## config.mk

```make
export PLATFORM = sky130hd
export DESIGN_NAME = prmt_ram
export DESIGN_NICKNAME = d
export VERILOG_FILES = /design/src/rtl/prmt_ram.sv
export SDC_FILE = /design/constraint.sdc
export NUM_CORES = 1
export LEC_CHECK = 0
export BUFFER_PORTS_ARGS = -buffer_cell sky130_fd_sc_hd__buf_2
export CAP_MARGIN = 15
export CORE_UTILIZATION = 54
export DETAILED_ROUTE_END_ITERATION = 12
export HOLD_SLACK_MARGIN = 0.02
export PLACE_DENSITY = 0.74
export SKIP_LAST_GASP = 1
export SYNTH_ARGS = -nofsm -noshare
export SYNTH_HDL_FRONTEND = slang
export SYNTH_SLANG_ARGS = --single-unit
```

## constraint.sdc

```tcl
create_clock -name clk -period 1.7 [get_ports clk]
set_input_delay 0.255 -clock clk [delete_from_list [all_inputs] [get_ports clk]]
set_output_delay 0.255 -clock clk [all_outputs]
set_load 0.01 [all_outputs]
```

## src/rtl/prmt_ram.sv

```systemverilog
`default_nettype none
module prmt_ram #(
    parameter int WIDTH = 8,
    parameter int DEPTH = 16
) (
    input  wire logic                     clk,
    input  wire logic                     we,
    input  wire logic [$clog2(DEPTH)-1:0] waddr,
    input  wire logic [WIDTH-1:0]         wdata,
    input  wire logic [$clog2(DEPTH)-1:0] raddr,
    output logic      [WIDTH-1:0]         rdata
);

    logic [WIDTH-1:0] mem [DEPTH];

    always_ff @(posedge clk)
    begin
        if (we)
        begin
            mem[waddr] <= wdata;
        end
        rdata <= mem[raddr];
    end

endmodule
`default_nettype wire

```

### Word level (Yosys, flattened, before mapping)

Memory sizes are Yosys's and may differ from the RTL's. A register that Yosys moved wholly into a read port is not among the register bits.
Cells that the tools add are included.
W data, S select, Z words.

| cells by class | value |
|---|---|
| muxes and demuxes | 2 |

Operator list:

| cell | number |
|---|---|
| $mux W1 | 2 |

| storage, ports and cells | value |
|---|---|
| bits in registers | 0 |
| bits in writable memories | 128 |
| output and inout bits | 8 |
| word-level logic and storage cells | 3 |
| memories | 1 |

Memory list:

| name | depth | width | read ports | clocked after Yosys merged registers in | write ports | RTL line | source |
|---|---|---|---|---|---|---|---|
| mem | 16 | 8 | 1 | 1 | 1 | 14 | `logic [WIDTH-1:0] mem [DEPTH];` |

### Longest topological paths before layout

| logic depth | value |
|---|---|
| depth after elaboration | 2 |
| depth in mapped cells | 5 |
| gate-level depth less buffers | 3 |

### Worst setup path after synthesis

Ideal clock, no wire load.

| timing | value |
|---|---|
| kind | input to register |
| start point | in waddr[2] |
| end point | mem mem[0][0], enable pin |
| data arrival time | 1.365 ns |
| data required time | 1.317 ns |
| setup slack | -0.048 ns |
| cell stages on the path | 2 |
| buffers on the path | 0 |
| cell sequence | or3b_2 -> nor3_1 |

RTL lines:

| what | RTL line | source |
|---|---|---|
| start, declared | 8 | `input wire logic [$clog2(DEPTH)-1:0] waddr,` |
| end, declared | 14 |  |

No word-level cell before the write port.

==> results.cfg <==
[worst_setup_path]
r2r_setup_slack_ps = 260
endpoint_kind = register
critPathMaxStageDelay_ps = 530
crit_fanout = 1
critPathSlowestCell = mux4_1
startpoint_type = register
crit_chain = mux4_1 > a22oi_1 > nand2_1
cp_top_family = multiplexers
required_ps = 2070
critPathArrivalTime_ps = 1810
cp_num_buf_inv = 0
crit_type = register to register

[grt]
met2_usage_pct = 39.5
use_met1_pct = 28.3
grt_pass1_vias = 2657
grt_antenna_before_repair = 0
grtUsageTotal_pct = 23.0
grt.busiest_layer = met2
grt_max_degree = 20
overflow = 0
grtUsageMet3_pct = 5.48
grt_pass1_wl_um = 15500

[detailed_routing]
drc = 0
dr.pass1.iters = 4
wl_per_cell_um = 23.3
viasPerCell = 5.77
drt_first_iter_violations = 251
routed_wl_um = 9990
num_vias = 2468
ant_nets = 0

[synth]
syn_area_mm2 = 0.00515
yosysSeqAreaShare_pct = 77.8
yosys.area.top_type = edfxtp_1
ys.warnings.count = 0
avgSynthCellArea_um2 = 22.5
synth_fp_nets = 247
ys_top_cells_by_area = edfxtp_1 (75%), mux4_2 (7.9%), mux4_1 (7.1%)
ys_types = 19
netlist.area_leader.share_pct = 74.7
netlist_instances = 229
ys_ff_latch = 136

[timing]
finalSetupViolations = 0
rsz0062_at_grt = false
finalClockSkew_ps = 8.19
tightest_slew_ps = 405
hold_viol = 0
finalSetupTns_ps = 0
post-route-period-util_pct = 84.8
final_max_slew_viol_count = 0
post-route-min-period_ps = 1440
relSlewSlack_pct = 73.0
fmax_mhz = 694

[placed_design]
dp_cells = 396
globalplace.congestion = 0.708
dp_hpwl_um = 6080
port_buffers = 25

[power]
power.net_switching_mw = 1.58
pwr-share-comb_pct = 4.5
sw_frac_of_total_pct = 20.0
powerDensity_mw_per_mm2 = 1280
p_total_mw = 7.87
p_leak_nw = 2.12
intPower_mw = 6.29
clockPowerShare_pct = 47.5
power_frac_seq_pct = 48.0
irDropWorstVdd_mv = 0.796

[die]
fp.dieH_um = 99.6
core-area_mm2 = 0.00924
die_x_um = 99.6
rows = 35
ioPinCount = 26
start_util_pct = 55.7
fp.dieArea_mm2 = 0.00993

[clocking]
tritoncts = yes
post_cts_buffers = 0
cts_root_buffer = clkbuf_8
holdBufCountCts = 0
htree_num_levels = 4
clk_latency_ps = 500
cts.sinks = 136
cts_resized = 0
cts_buffer_depth = 2
clk_pin_slew_ps = 60
numCtsBuffers = 17

[status]
outcome = finished, final reports clean

[layout]
area_delta_synth_final_pct = 19.8
layout-drive-gt1-share_pct = 33.4
final_net_count = 304
fill_cells = 581
area.sequential_mm2 = 0.00400
multi_input_area_mm2 = 0.00106
fin_cells = 428
diodes = 0

[job]
drv_cap = 0

[worst_hold_path]
hold_path.class = input pin to register
==> worst paths after layout <==
path | endpoint | start | cells after the start
hold reg to reg | rdata[0] | mem[4][0] | 3
setup / recovery | rdata[4] | mem[9][4] | 3
hold / removal | mem[4][5] | wdata[5] | 1
setup reg to reg | rdata[4] | mem[9][4] | 3
==> worst reg2reg max path: stages (launching register included) <==
cell and delay, ps:
edfxtp_1 380, mux4_1 530, a22oi_1 290, nand2_1 110
==> cell type report <==
| cell class | instances | area share (%) |
|---|---|---|
| timing repair buffer | 48 | 5.24 |
| sequential | 136 | 64.9 |
| tap | 129 | 2.62 |
| multi-input combinational | 83 | 17.2 |
| clock buffer | 17 | 6.72 |
| clock inverter | 15 | 3.27 |
==> power by group through the flow <==
stage / clock (mW) / combinational, mW / sequential, mW
after floorplan: 0 / 0.191 / 3.84
after global placement: 0 / 0.347 / 3.84
after detailed placement: 0 / 0.357 / 3.85
after CTS: 3.79 / 0.364 / 3.78
after global routing: 3.94 / 0.387 / 3.78
final: 3.74 / 0.356 / 3.78
==> synthesized netlist by cell type <==
| master | count |
|---|---|
| a22oi_1 | 16 |
| nor2b_1 | 1 |
| buf_6 | 3 |
| nand3_1 | 1 |
| or3b_2 | 1 |
| mux4_2 | 18 |
| nor3_1 | 4 |
| dfxtp_1 | 8 |
| nand2_1 | 9 |
| buf_2 | 3 |
| buf_4 | 1 |
| mux4_1 | 14 |
| edfxtp_1 | 128 |
| nand3b_1 | 2 |
| nand2b_1 | 2 |
| clkdlybuf4s25_2 | 3 |
| nor2_1 | 13 |
| and2b_1 | 1 |
| and2_1 | 1 |
==> layout by cell type (no fill, tap or decap), drive strengths merged <==
| master | n |
|---|---|
| edfxtp | 128 |
| bufinv | 4 |
| or3b | 1 |
| nor2b | 1 |
| nand3b | 2 |
| a22oi | 16 |
| clkbuf | 17 |
| clkinvlp | 3 |
| clkinv | 6 |
| nand2 | 9 |
| nand2b | 2 |
| buf | 48 |
| nor2 | 13 |
| dfxtp | 8 |
| nor3 | 4 |
| mux4 | 32 |
| and2b | 1 |
| and2 | 1 |
| inv | 2 |
| nand3 | 1 |
==> registers in the layout, indices dropped and copies added (netlist names) <==
| signal | cells |
|---|---|
| mem | 128 |
| rdata | 8 |
==> layer usage <==
layer	vias up	wire, um
met2	94	5510
met5	-	0
li1	1090	-
met4	0	78
met3	4	577
met1	1280	3820
==> cells by family (layout without fill, tap and decap cells) <==
family | Yosys count | count (layout) | synth area share [%]
mux | 32 | 32 | 15.0
buf+inv | 10 | 80 | 1.68
compound gates | 16 | 16 | 2.33
flops | 136 | 136 | 77.8
simple gates | 35 | 35 | 3.18
==> per-stage QoR <==
| step | cell area (um^2) | hold WS, ps | utilization, % | setup WS [ps] |
|---|---|---|---|---|
| detailed placement | 5550 | 639 | 60.1 | 29.2 |
| finish | 6170 | 131 | 66.7 | 259 |
| CTS | 6170 | 110 | 66.7 | 236 |
| global placement | 5550 | 637 | 60.1 | 52.8 |
| global route | 6170 | 107 | 66.7 | 255 |
| floorplan | 5150 | 354 | - | 179 |
No activity file was read; power rests on OpenSTA's default activity.
